--- config.mk ---
export PLATFORM = sky130hd
export DESIGN_NAME = vad_ctrl_flat
export DESIGN_NICKNAME = d
export VERILOG_FILES = /design/src/rtl/vad_pkg.sv /design/src/rtl/vad_ifs.sv /design/src/rtl/vad_ctrl.sv /design/src/flat_wrapper.sv
export SDC_FILE = /design/constraint.sdc
export NUM_CORES = 1
export LEC_CHECK = 0
export BUFFER_PORTS_ARGS = -buffer_cell sky130_fd_sc_hd__buf_2
export CELL_PAD_IN_SITES_DETAIL_PLACEMENT = 1
export CELL_PAD_IN_SITES_GLOBAL_PLACEMENT = 1
export CORE_UTILIZATION = 40
export CTS_CLUSTER_DIAMETER = 100
export DETAILED_ROUTE_END_ITERATION = 7
export PLACE_DENSITY_LB_ADDON = 0.1
export SETUP_SLACK_MARGIN = 0.4
export SLEW_MARGIN = 0
export SYNTH_ARGS = -nofsm -noshare
export SYNTH_HDL_FRONTEND = slang
export SYNTH_SLANG_ARGS = --single-unit
--- constraint.sdc ---
create_clock -name i_clk -period 22.3 [get_ports i_clk]
set_input_delay 1.115 -clock i_clk [delete_from_list [all_inputs] [get_ports i_clk]]
set_output_delay 1.115 -clock i_clk [all_outputs]
set_load 0.01 [all_outputs]
--- src/rtl/vad_pkg.sv ---
package vad_pkg;

    // Sample and result widths
    localparam int SAMPLE_BITS   = 16;
    localparam int DIFF_BITS     = SAMPLE_BITS + 1;

    // Volume limits
    localparam int MAX_X         = 256;
    localparam int MAX_Y         = 256;
    localparam int MAX_Z         = 256;
    localparam int X_BITS        = $clog2(MAX_X);
    localparam int Y_BITS        = $clog2(MAX_Y);
    localparam int Z_BITS        = $clog2(MAX_Z);

    // Configuration register port
    localparam int SIZE_BITS     = 9;
    localparam int CFG_DATA_BITS = 9;
    localparam int CFG_IDX_BITS  = 2;
    localparam int AXIS_BITS     = 2;

    // Delay line holds up to one plane
    localparam int STORE_DEPTH   = MAX_X * MAX_Y;
    localparam int ADDR_BITS     = $clog2(STORE_DEPTH);

    typedef enum logic [CFG_IDX_BITS-1:0] {
        CFG_AXIS,
        CFG_SIZE_X,
        CFG_SIZE_Y,
        CFG_SIZE_Z
    } t_cfg_idx;

    // Axis codes; any other code selects z
    localparam logic [AXIS_BITS-1:0] AXIS_X = 2'd0;
    localparam logic [AXIS_BITS-1:0] AXIS_Y = 2'd1;

    // Request codes
    localparam logic REQ_SAMPLE = 1'b0;
    localparam logic REQ_DRAIN  = 1'b1;

    // Per-transaction command from control to datapath
    typedef struct packed {
        logic                 wr_en;
        logic [ADDR_BITS-1:0] addr;
        logic                 emit;
        logic                 zero;
        logic                 last;
    } t_step;

    // Clamp a size register and return the effective size minus one
    function automatic logic [X_BITS-1:0] clamp_x(input logic [SIZE_BITS-1:0] v);
        logic [SIZE_BITS-1:0] vm1;
        vm1 = v - SIZE_BITS'(1);
        if (v == '0)
            return '0;
        else if (v > SIZE_BITS'(MAX_X))
            return X_BITS'(MAX_X - 1);
        else
            return vm1[X_BITS-1:0];
    endfunction

    function automatic logic [Y_BITS-1:0] clamp_y(input logic [SIZE_BITS-1:0] v);
        logic [SIZE_BITS-1:0] vm1;
        vm1 = v - SIZE_BITS'(1);
        if (v == '0)
            return '0;
        else if (v > SIZE_BITS'(MAX_Y))
            return Y_BITS'(MAX_Y - 1);
        else
            return vm1[Y_BITS-1:0];
    endfunction

    function automatic logic [Z_BITS-1:0] clamp_z(input logic [SIZE_BITS-1:0] v);
        logic [SIZE_BITS-1:0] vm1;
        vm1 = v - SIZE_BITS'(1);
        if (v == '0)
            return '0;
        else if (v > SIZE_BITS'(MAX_Z))
            return Z_BITS'(MAX_Z - 1);
        else
            return vm1[Z_BITS-1:0];
    endfunction

endpackage

--- src/rtl/vad_ifs.sv ---


// Configuration write channel
interface vad_cfg_if;
    logic                                valid;
    logic                                ready;
    logic [vad_pkg::CFG_IDX_BITS-1:0]    index;
    logic [vad_pkg::CFG_DATA_BITS-1:0]   data;

    modport source (output valid, output index, output data, input ready);
    modport sink   (input valid, input index, input data, output ready);
endinterface

--- src/rtl/vad_ctrl.sv ---
module vad_ctrl (
    input  logic           i_clk,
    input  logic           i_rst_n,
    vad_cfg_if.sink        i_cfg,
    input  logic           i_accept,
    input  logic           i_req_type,
    output vad_pkg::t_step o_step
);

    // Configuration registers
    logic [vad_pkg::AXIS_BITS-1:0] r_axis;
    logic [vad_pkg::SIZE_BITS-1:0] r_size_x, r_size_y, r_size_z;

    // Stream state
    logic [vad_pkg::X_BITS-1:0]    r_in_col, n_in_col, r_out_col, n_out_col;
    logic [vad_pkg::Y_BITS-1:0]    r_in_row, n_in_row, r_out_row, n_out_row;
    logic [vad_pkg::Z_BITS-1:0]    r_in_plane, n_in_plane, r_out_plane, n_out_plane;
    logic [vad_pkg::ADDR_BITS-1:0] r_slot, n_slot;
    logic                          r_filled, n_filled;
    logic                          r_in_done, n_in_done;
    logic                          r_out_done, n_out_done;

    // Effective sizes and neighbour distance
    logic [vad_pkg::X_BITS-1:0]    ex_m1;
    logic [vad_pkg::Y_BITS-1:0]    ey_m1;
    logic [vad_pkg::Z_BITS-1:0]    ez_m1;
    logic [vad_pkg::X_BITS:0]      ex_n;
    logic [vad_pkg::Y_BITS:0]      ey_n;
    logic [vad_pkg::X_BITS+vad_pkg::Y_BITS+1:0] plane_n;
    logic [vad_pkg::ADDR_BITS-1:0] d_m1;

    logic cfg_wr;
    logic sample_act;
    logic emit_s;
    logic emit_d;
    logic emit;
    logic boundary;
    logic out_last;
    logic in_last;

    // Take register writes whenever out of reset
    assign i_cfg.ready = i_rst_n;
    assign cfg_wr      = i_cfg.valid && i_cfg.ready;

    assign ex_m1   = vad_pkg::clamp_x(r_size_x);
    assign ey_m1   = vad_pkg::clamp_y(r_size_y);
    assign ez_m1   = vad_pkg::clamp_z(r_size_z);
    assign ex_n    = {1'b0, ex_m1} + (vad_pkg::X_BITS+1)'(1);
    assign ey_n    = {1'b0, ey_m1} + (vad_pkg::Y_BITS+1)'(1);
    assign plane_n = ex_n * ey_n;

    // Distance minus one selects the ring wrap point
    always_comb begin
        unique case (r_axis)
            vad_pkg::AXIS_X: d_m1 = '0;
            vad_pkg::AXIS_Y: d_m1 = vad_pkg::ADDR_BITS'(ex_m1);
            default:         d_m1 = vad_pkg::ADDR_BITS'(plane_n - 1'b1);
        endcase
    end

    // Far boundary of the result position along the chosen axis
    always_comb begin
        unique case (r_axis)
            vad_pkg::AXIS_X: boundary = (r_out_col == ex_m1);
            vad_pkg::AXIS_Y: boundary = (r_out_row == ey_m1);
            default:         boundary = (r_out_plane == ez_m1);
        endcase
    end

    assign out_last = (r_out_col == ex_m1) && (r_out_row == ey_m1) && (r_out_plane == ez_m1);
    assign in_last  = (r_in_col == ex_m1) && (r_in_row == ey_m1) && (r_in_plane == ez_m1);

    // Classify the transaction
    assign sample_act = i_accept && (i_req_type == vad_pkg::REQ_SAMPLE) && !r_in_done;
    assign emit_s     = sample_act && r_filled;
    assign emit_d     = i_accept && (i_req_type == vad_pkg::REQ_DRAIN) && r_in_done
                        && !r_out_done;
    assign emit       = emit_s || emit_d;

    assign o_step.wr_en = sample_act;
    assign o_step.addr  = r_slot;
    assign o_step.emit  = emit;
    assign o_step.zero  = emit_d || boundary;
    assign o_step.last  = out_last;

    // Next stream state
    always_comb begin
        n_in_col    = r_in_col;
        n_in_row    = r_in_row;
        n_in_plane  = r_in_plane;
        n_out_col   = r_out_col;
        n_out_row   = r_out_row;
        n_out_plane = r_out_plane;
        n_slot      = r_slot;
        n_filled    = r_filled;
        n_in_done   = r_in_done;
        n_out_done  = r_out_done;

        if (cfg_wr) begin
            n_in_col    = '0;
            n_in_row    = '0;
            n_in_plane  = '0;
            n_out_col   = '0;
            n_out_row   = '0;
            n_out_plane = '0;
            n_slot      = '0;
            n_filled    = 1'b0;
            n_in_done   = 1'b0;
            n_out_done  = 1'b0;
        end else begin
            // Advance input position and ring slot
            if (sample_act) begin
                if (in_last)
                    n_in_done = 1'b1;
                if (r_in_col == ex_m1) begin
                    n_in_col = '0;
                    if (r_in_row == ey_m1) begin
                        n_in_row   = '0;
                        n_in_plane = r_in_plane + 1'b1;
                    end else begin
                        n_in_row = r_in_row + 1'b1;
                    end
                end else begin
                    n_in_col = r_in_col + 1'b1;
                end
                if (r_slot == d_m1) begin
                    n_slot   = '0;
                    n_filled = 1'b1;
                end else begin
                    n_slot = r_slot + 1'b1;
                end
            end
            // Advance result position
            if (emit) begin
                if (out_last)
                    n_out_done = 1'b1;
                if (r_out_col == ex_m1) begin
                    n_out_col = '0;
                    if (r_out_row == ey_m1) begin
                        n_out_row   = '0;
                        n_out_plane = r_out_plane + 1'b1;
                    end else begin
                        n_out_row = r_out_row + 1'b1;
                    end
                end else begin
                    n_out_col = r_out_col + 1'b1;
                end
            end
        end
    end

    // Configuration registers
    always_ff @(posedge i_clk) begin
        if (!i_rst_n) begin
            r_axis   <= vad_pkg::AXIS_X;
            r_size_x <= vad_pkg::SIZE_BITS'(vad_pkg::MAX_X);
            r_size_y <= vad_pkg::SIZE_BITS'(vad_pkg::MAX_Y);
            r_size_z <= vad_pkg::SIZE_BITS'(vad_pkg::MAX_Z);
        end else if (cfg_wr) begin
            unique case (vad_pkg::t_cfg_idx'(i_cfg.index))
                vad_pkg::CFG_AXIS:   r_axis   <= i_cfg.data[vad_pkg::AXIS_BITS-1:0];
                vad_pkg::CFG_SIZE_X: r_size_x <= i_cfg.data;
                vad_pkg::CFG_SIZE_Y: r_size_y <= i_cfg.data;
                vad_pkg::CFG_SIZE_Z: r_size_z <= i_cfg.data;
            endcase
        end
    end

    // Stream state registers
    always_ff @(posedge i_clk) begin
        if (!i_rst_n) begin
            r_in_col    <= '0;
            r_in_row    <= '0;
            r_in_plane  <= '0;
            r_out_col   <= '0;
            r_out_row   <= '0;
            r_out_plane <= '0;
            r_slot      <= '0;
            r_filled    <= 1'b0;
            r_in_done   <= 1'b0;
            r_out_done  <= 1'b0;
        end else begin
            r_in_col    <= n_in_col;
            r_in_row    <= n_in_row;
            r_in_plane  <= n_in_plane;
            r_out_col   <= n_out_col;
            r_out_row   <= n_out_row;
            r_out_plane <= n_out_plane;
            r_slot      <= n_slot;
            r_filled    <= n_filled;
            r_in_done   <= n_in_done;
            r_out_done  <= n_out_done;
        end
    end

endmodule

--- src/flat_wrapper.sv ---
// flat-port wrapper written by rule: the top's interface ports become plain ports
module vad_ctrl_flat 
  (i_clk, i_rst_n, i_accept, i_req_type, o_step, i_cfg_valid, i_cfg_index, i_cfg_data, i_cfg_ready);
  vad_cfg_if i_cfg_i ();
  input  logic i_clk;
  input  logic i_rst_n;
  input  logic i_accept;
  input  logic i_req_type;
  output vad_pkg::t_step o_step;
  input wire logic [$bits(i_cfg_i.valid)-1:0] i_cfg_valid;
  input wire logic [$bits(i_cfg_i.index)-1:0] i_cfg_index;
  input wire logic [$bits(i_cfg_i.data)-1:0] i_cfg_data;
  output wire logic [$bits(i_cfg_i.ready)-1:0] i_cfg_ready;
  assign i_cfg_i.valid = i_cfg_valid;
  assign i_cfg_i.index = i_cfg_index;
  assign i_cfg_i.data = i_cfg_data;
  assign i_cfg_ready = i_cfg_i.ready;
  vad_ctrl u_core (.i_clk(i_clk), .i_rst_n(i_rst_n), .i_cfg(i_cfg_i), .i_accept(i_accept), .i_req_type(i_req_type), .o_step(o_step));
endmodule
==> results of run 1 <==
==> power breakdown <==
group	internal, mW	leakage [nW]	switching, mW
Sequential	0.173	0.774	0.00392
Combinational	0.261	3.19	0.390
Clock	0.0796	0.149	0.0801
Total	0.513	4.12	0.474
==> sequential cells by signal, indices dropped and copies added (netlist names), 9 cells and up <==
| register | count |
|---|---|
| u_core.r_size_y | 9 |
| u_core.r_size_z | 9 |
| u_core.r_slot | 16 |
| u_core.r_size_x | 9 |
==> worst paths after layout <==
path                            end  slack (ns)  depth (start not counted)
setup / recovery  u_core.r_slot[12]       12.49                         29
hold reg to reg   u_core.r_out_done        0.48                          2
hold / removal    u_core.r_out_done        0.48                          2
setup reg to reg  u_core.r_slot[12]       12.49                         29
==> worst max-delay path: cells and delay by family (launching register included) <==
family                   cells  cell delay, ns
AO/OA/AOI/OAI                5            1.63
adder cells (fa/ha/maj)      9            3.84
buffers and inverters        4            0.47
flip-flops                   1            0.58
multiplexers                 1            0.28
AND/OR/NAND/NOR             10            2.89
==> routing by layer <==
metal / vias to the layer above / part of all wire, %
met2: 95 / 49
met3: 15 / 2.1
met5: - / 0
met1: 4166 / 48
li1: 4179 / -
met4: 0 / 0.90
==> placed cells by master (no fill, tap or decap), drive strengths merged, types with 5 or more instances in the layout <==
cell,synthesis,routed
dfxtp,96,96
or2,5,5
clkinv,2,7
a211oi,9,9
and2,22,22
nand4,30,30
nor3,29,29
and3,25,25
o21ai,36,36
o31ai,7,7
a21o,6,6
nor4,8,8
or3,11,11
nand3b,6,6
nor2b,15,15
nor4b,9,9
nor3b,9,9
buf,16,46
mux2i,10,10
fa,53,53
nand2b,19,19
nand3,30,30
xor2,70,70
a31oi,11,11
xnor2,56,56
o211ai,10,10
nand2,173,173
o21a,5,5
clkbuf,42,9
o22ai,7,7
a21boi,28,28
inv,77,79
or4,6,6
a21oi,37,37
ha,55,55
nor2,111,111
==> final cells by class <==
type	count	area share, %
clock buffers	9	2.19
flip-flops and latches	96	18.7
well taps	319	3.88
multi-input cells	978	69.1
inverters	79	2.88
repair buffers	46	2.48
clock inverters	7	0.754
==> kinds of logic after synthesis <==
kind of cell,after synthesis,share of synthesized area [%]
AND/OR/NAND/NOR,523,27.7
AO/OA/AOI/OAI,206,14.9
multiplexers,13,1.63
XOR/XNOR,127,11.8
buffers and inverters,137,5.62
adder cells (fa/ha/maj),109,18.4
flip-flops,96,20.1
==> flow_summary.json, run 1 <==
{
  "pin_count": 37,
  "fillers": 2885,
  "vdd_drop_max_mv": 0.0961,
  "pre_cts_slack_ns": 12.49,
  "synth_edf_count": 0,
  "dieArea_mm2": 0.0246,
  "stdcell_count": 1534,
  "ys_async_sr_fraction_pct": 0,
  "cts_tree": "yes",
  "fin_area_mm2": 0.0103,
  "ys_ff_latch": 96,
  "final_hold_viol_count": 0,
  "cts_resized": 0,
  "multi_input_area_mm2": 0.00711,
  "drv_slew": 0,
  "rsz0062_at_grt": "false",
  "finClkSkew_ns": 0.0170,
  "hold_path.class": "flop to flop",
  "syn_avg_cell_area_um2": 7.91,
  "fin_hold_ws_ns": 0.483,
  "fp.dieH_um": 157,
  "r2r_start": "u_core.r_size_y[0]",
  "grtUsageMet2_pct": 41.7,
  "p_leak_nw": 4.12,
  "max_stage_delay_ns": 0.69,
  "arrival_ns": 10.04,
  "rows": 56,
  "synth.top_cell.area_share_pct": 20.1,
  "gr-usage-all-layers_pct": 24.0,
  "cts_root_buf": "clkbuf_16",
  "post_cts_buffers": 0,
  "start_util_pct": 40.8,
  "regArea_mm2": 0.00192,
  "worst_ep_required_time_ns": 22.52,
  "drt-initial-drc-count": 544,
  "synthCells": 1211,
  "yosysSeqAreaShare_pct": 20.1,
  "worst_slack_ns": 12.49,
  "core_area_mm2": 0.0235,
  "yosysMostFrequentCell": "nand2_1",
  "ant_nets": 0,
  "path_max_fanout": 15,
  "report.power.total_uw": 987,
  "crit_path_start": "u_core.r_size_y[0]",
  "cts.clk_slew.worst_paths_ns": 0.08,
  "yosys-top-cells-area": "dfxtp_1 (20%), fa_1 (11%), ha_1 (7.2%)",
  "max_cap_violations": 0,
  "vias": 8455,
  "cts_buffers": 9,
  "min_from": "u_core.r_out_done",
  "antennaDiodeCount": 0,
  "clock-sinks": 96,
  "gp_congestion": 0.876,
  "max_slew_margin_pct": 26.3,
  "drt_wl_total_um": 28200,
  "worst-slew-pin-transition_ns": 1.10,
  "vias_per_cell": 5.51,
  "crit_slowest_cell": "a22oi_1",
  "yosysWarnings": 0,
  "setup_viol": 0,
  "grt_max_degree": 36,
  "met1_usage_pct": 32.4,
  "overflow": 0,
  "grt_use_met3_pct": 2.46,
  "synth_ff_type": "dfxtp_1",
  "powerDensity_mw_per_mm2": 95.9,
  "port_buffers": 36,
  "grt_pass1_wl_um": 46500,
  "postPlaceCellArea_mm2": 0.00999,
  "antenna_found_initial": 0,
  "drive_above_1_share_pct": 6.91,
  "clock_path_buffers": 2,
  "grt_pass1_vias": 8590,
  "min_period_ns": 9.81,
  "area_delta_synth_final_pct": 7.48,
  "final_util_pct": 43.8,
  "dr.pass1.iters": 4,
  "dp_cells": 1518,
  "cp_common_cell": "fa_1",
  "tns_ns": 0,
  "hold_buffers": 0,
  "synth_area_leader_cell": "dfxtp_1",
  "max_freq_ghz": 0.102,
  "wl_per_cell_um": 18.4,
  "hpwl_um": 22200,
  "die_w_um": 157,
  "drcViolationCount": 0,
  "cts.htree.levels": 3,
  "status": "finished clean",
  "fin_crit_sh_pct": 44.0,
  "syn_nets": 1335,
  "finalNetCount": 1334,
  "endpoint_kind": "flop",
  "cp-start-kind": "flop",
  "synthDistinctLibCells": 82,
  "clk_latency_ns": 0.36,
  "worst-setup-path-type": "flop to flop",
  "top_usage_layer": "met2",
  "synthTopCellsByCount": "nand2_1 (172), nor2_1 (111), dfxtp_1 (96)",
  "synthesis.area_mm2": 0.00957
}
(Power assumes the default switching activity.)
==> inputs of run 2 (changes only) <==
--- a/config.mk
+++ b/config.mk
@@ -5,6 +5,7 @@
 export SDC_FILE = /design/constraint.sdc
 export NUM_CORES = 1
 export LEC_CHECK = 0
+export ABC_AREA = 1
 export BUFFER_PORTS_ARGS = -buffer_cell sky130_fd_sc_hd__buf_2
 export CELL_PAD_IN_SITES_DETAIL_PLACEMENT = 1
 export CELL_PAD_IN_SITES_GLOBAL_PLACEMENT = 1
==> constraint.sdc (replaced) <==
create_clock -name i_clk -period 9.6 [get_ports i_clk]
set_input_delay 0.48 -clock i_clk [delete_from_list [all_inputs] [get_ports i_clk]]
set_output_delay 0.48 -clock i_clk [all_outputs]
set_load 0.01 [all_outputs]
==> flow_summary.json, run 2 <==
{
  "yosysMostFrequentCell": "nand2_1",
  "gp_congestion": 0.845,
  "cts_root_buf": "clkbuf_16",
  "wl_met1_um": 12400,
  "fp.dieH_um": 152,
  "endpoint_kind": "flop",
  "violations": "design-rule violations",
  "hold_buffers": 0,
  "vias": 8338,
  "area_delta_synth_final_pct": 8.30,
  "topRoutingLayerUsed": "met4",
  "antennaDiodeCount": 0,
  "ys_async_sr_fraction_pct": 0,
  "min_period_ns": 7.90,
  "multi_input_area_mm2": 0.00608,
  "synth.top_cell.area_share_pct": 21.3,
  "cp-start-kind": "flop",
  "synth_area_leader_cell": "dfxtp_1",
  "cts.clk_slew.worst_paths_ns": 0.07,
  "setup_viol": 0,
  "worst-setup-path-type": "flop to flop",
  "max_stage_delay_ns": 0.64,
  "finClkSkew_ns": 0.0155,
  "drv_slew": 0,
  "clk_latency_ns": 0.36,
  "p_leak_nw": 4.60,
  "start_util_pct": 41.0,
  "syn_nets": 1456,
  "clock_path_buffers": 2,
  "arrival_ns": 8.14,
  "synth_edf_count": 0,
  "regArea_mm2": 0.00192,
  "vias_per_cell": 5.07,
  "fillers": 2896,
  "die_w_um": 152,
  "max_freq_ghz": 0.127,
  "grt_pass1_wl_um": 44400,
  "path_max_fanout": 15,
  "drive_above_1_share_pct": 8.21,
  "ys_ff_latch": 96,
  "finalNetCount": 1484,
  "max_cap_violations": 0,
  "synthCells": 1332,
  "wl_per_cell_um": 16.1,
  "cts.htree.levels": 3,
  "dr_wl_met2_um": 13200,
  "ant_nets": 0,
  "crit_slowest_cell": "a21oi_1",
  "yosysSeqAreaShare_pct": 21.3,
  "max_slew_margin_pct": 41.1,
  "regMostFlops": "u_core.r_slot",
  "drt_wl_total_um": 26500,
  "drt-initial-drc-count": 278,
  "layout_commonest_cell": "nand2_1",
  "synthesis.area_mm2": 0.00901,
  "hpwl_um": 22000,
  "worst-slew-pin-transition_ns": 0.881,
  "syn_avg_cell_area_um2": 6.77,
  "powerDensity_mw_per_mm2": 376,
  "cts_buffers": 9,
  "fin_crit_sh_pct": 82.3,
  "grt_max_degree": 32,
  "cts_tree": "yes",
  "dieArea_mm2": 0.0231,
  "report.power.total_mw": 3.67,
  "wl_met3_um": 464,
  "yosysWarnings": 0,
  "rsz0062_at_grt": "false",
  "pin_count": 37,
  "grt_pass1_vias": 8803,
  "vdd_drop_max_mv": 0.317,
  "final_hold_viol_count": 0,
  "antenna_found_initial": 0,
  "gr-usage-all-layers_pct": 24.0,
  "drcViolationCount": 2,
  "synthDistinctLibCells": 47,
  "cp_common_cell": "nand2_1",
  "worst_ep_required_time_ns": 9.84,
  "yosys-top-cells-area": "dfxtp_1 (21%), nand2_1 (13%), fa_1 (12%)",
  "final_cell_mix": "nand2_1 (310), inv_1 (232), nor2_1 (126)",
  "overflow": 0,
  "synth_ff_type": "dfxtp_1",
  "dr.pass1.iters": 6,
  "largest_register_ffs": 16,
  "rows": 54,
  "synthTopCellsByCount": "nand2_1 (310), inv_1 (232), nor2_1 (126)",
  "tns_ns": 0,
  "core_area_mm2": 0.0220,
  "post_cts_buffers": 0,
  "port_buffers": 36,
  "hold_path.class": "primary input to flop",
  "cts_resized": 0,
  "clock-sinks": 96,
  "status": "finished with violations"
}
==> run 2: cell count changes in the layout (fill, tap and decap cells not counted), moves of 22 or more <==
cell	before	now
a21boi_0	28	0
a21oi_1	37	66
and2_1	22	0
and3_1	25	2
inv_1	77	232
nand2_1	172	310
nand3_1	30	97
o21ai_0	34	56
xnor2_1	56	8
==> run 2: power breakdown <==
| part | total, mW | internal (mW) | switching [mW] |
|---|---|---|---|
| clock network | 0.386 | 0.213 | 0.173 |
| logic | 2.88 | 1.08 | 1.80 |
| registers | 0.410 | 0.404 | 0.00600 |
==> run 2: cell type report <==
cell class | count | share of cell area (%)
Inverter | 240 | 9.23
Sequential cell | 96 | 19.7
Timing Repair Buffer | 38 | 2.00
Tap cell | 280 | 3.59
Clock buffer | 10 | 2.45
Multi-Input combinational cell | 975 | 62.3
Clock inverter | 6 | 0.756
==> run 2: path summary, 6_finish.rpt <==
kind | from | to | slack, ns | depth (start not counted)
worst max-delay path | u_core.r_size_x[0] | u_core.r_slot[0] | 1.70 | 38
worst min-delay path | i_cfg_data[8] | u_core.r_size_y[8] | 0.39 | 3
worst max register to register | u_core.r_size_x[0] | u_core.r_slot[0] | 1.70 | 38
worst min register to register | u_core.r_out_done | u_core.r_out_done | 0.48 | 2
==> run 2: per-stage QoR <==
stage	utilization (%)	hold slack, ns	worst slack, ns	instances	instance area, um^2
4_1_cts	44.5	0.386	1.64	1645	9760
5_1_grt	44.5	0.409	0.944	1645	9760
2_1_floorplan	-	0.435	2.85	1332	9010
6_report	44.5	0.389	1.70	1645	9760
3_5_place_dp	43.0	0.464	1.64	1629	9450
3_3_place_gp	43.0	0.453	1.88	1629	9450
==> run 2: kinds of logic after synthesis <==
logic type               synth area share [%]
AO/OA/AOI/OAI                            8.43
XOR/XNOR                                 6.41
adder cells (fa/ha/maj)                  19.4
buffers and inverters                    11.2
flip-flops                               21.3
multiplexers                            0.111
AND/OR/NAND/NOR                          33.1
==> run 2: worst max-delay path, delay by kind of cell (launching register included) <==
family                     cells  cell delay, ns
and+or+nand+nor               21            2.49
AOI/OAI and AO/OA              3            1.03
adders and majority gates      8            3.52
buffers and inverters          6            0.43
DFF                            1            0.30
==> run 2: routing by layer <==
layer	track usage, %	vias to the layer above
met5	0	-
met4	5.54	0
met3	2.17	20
met2	44.2	61
met1	30.0	4009
li1	-	4248
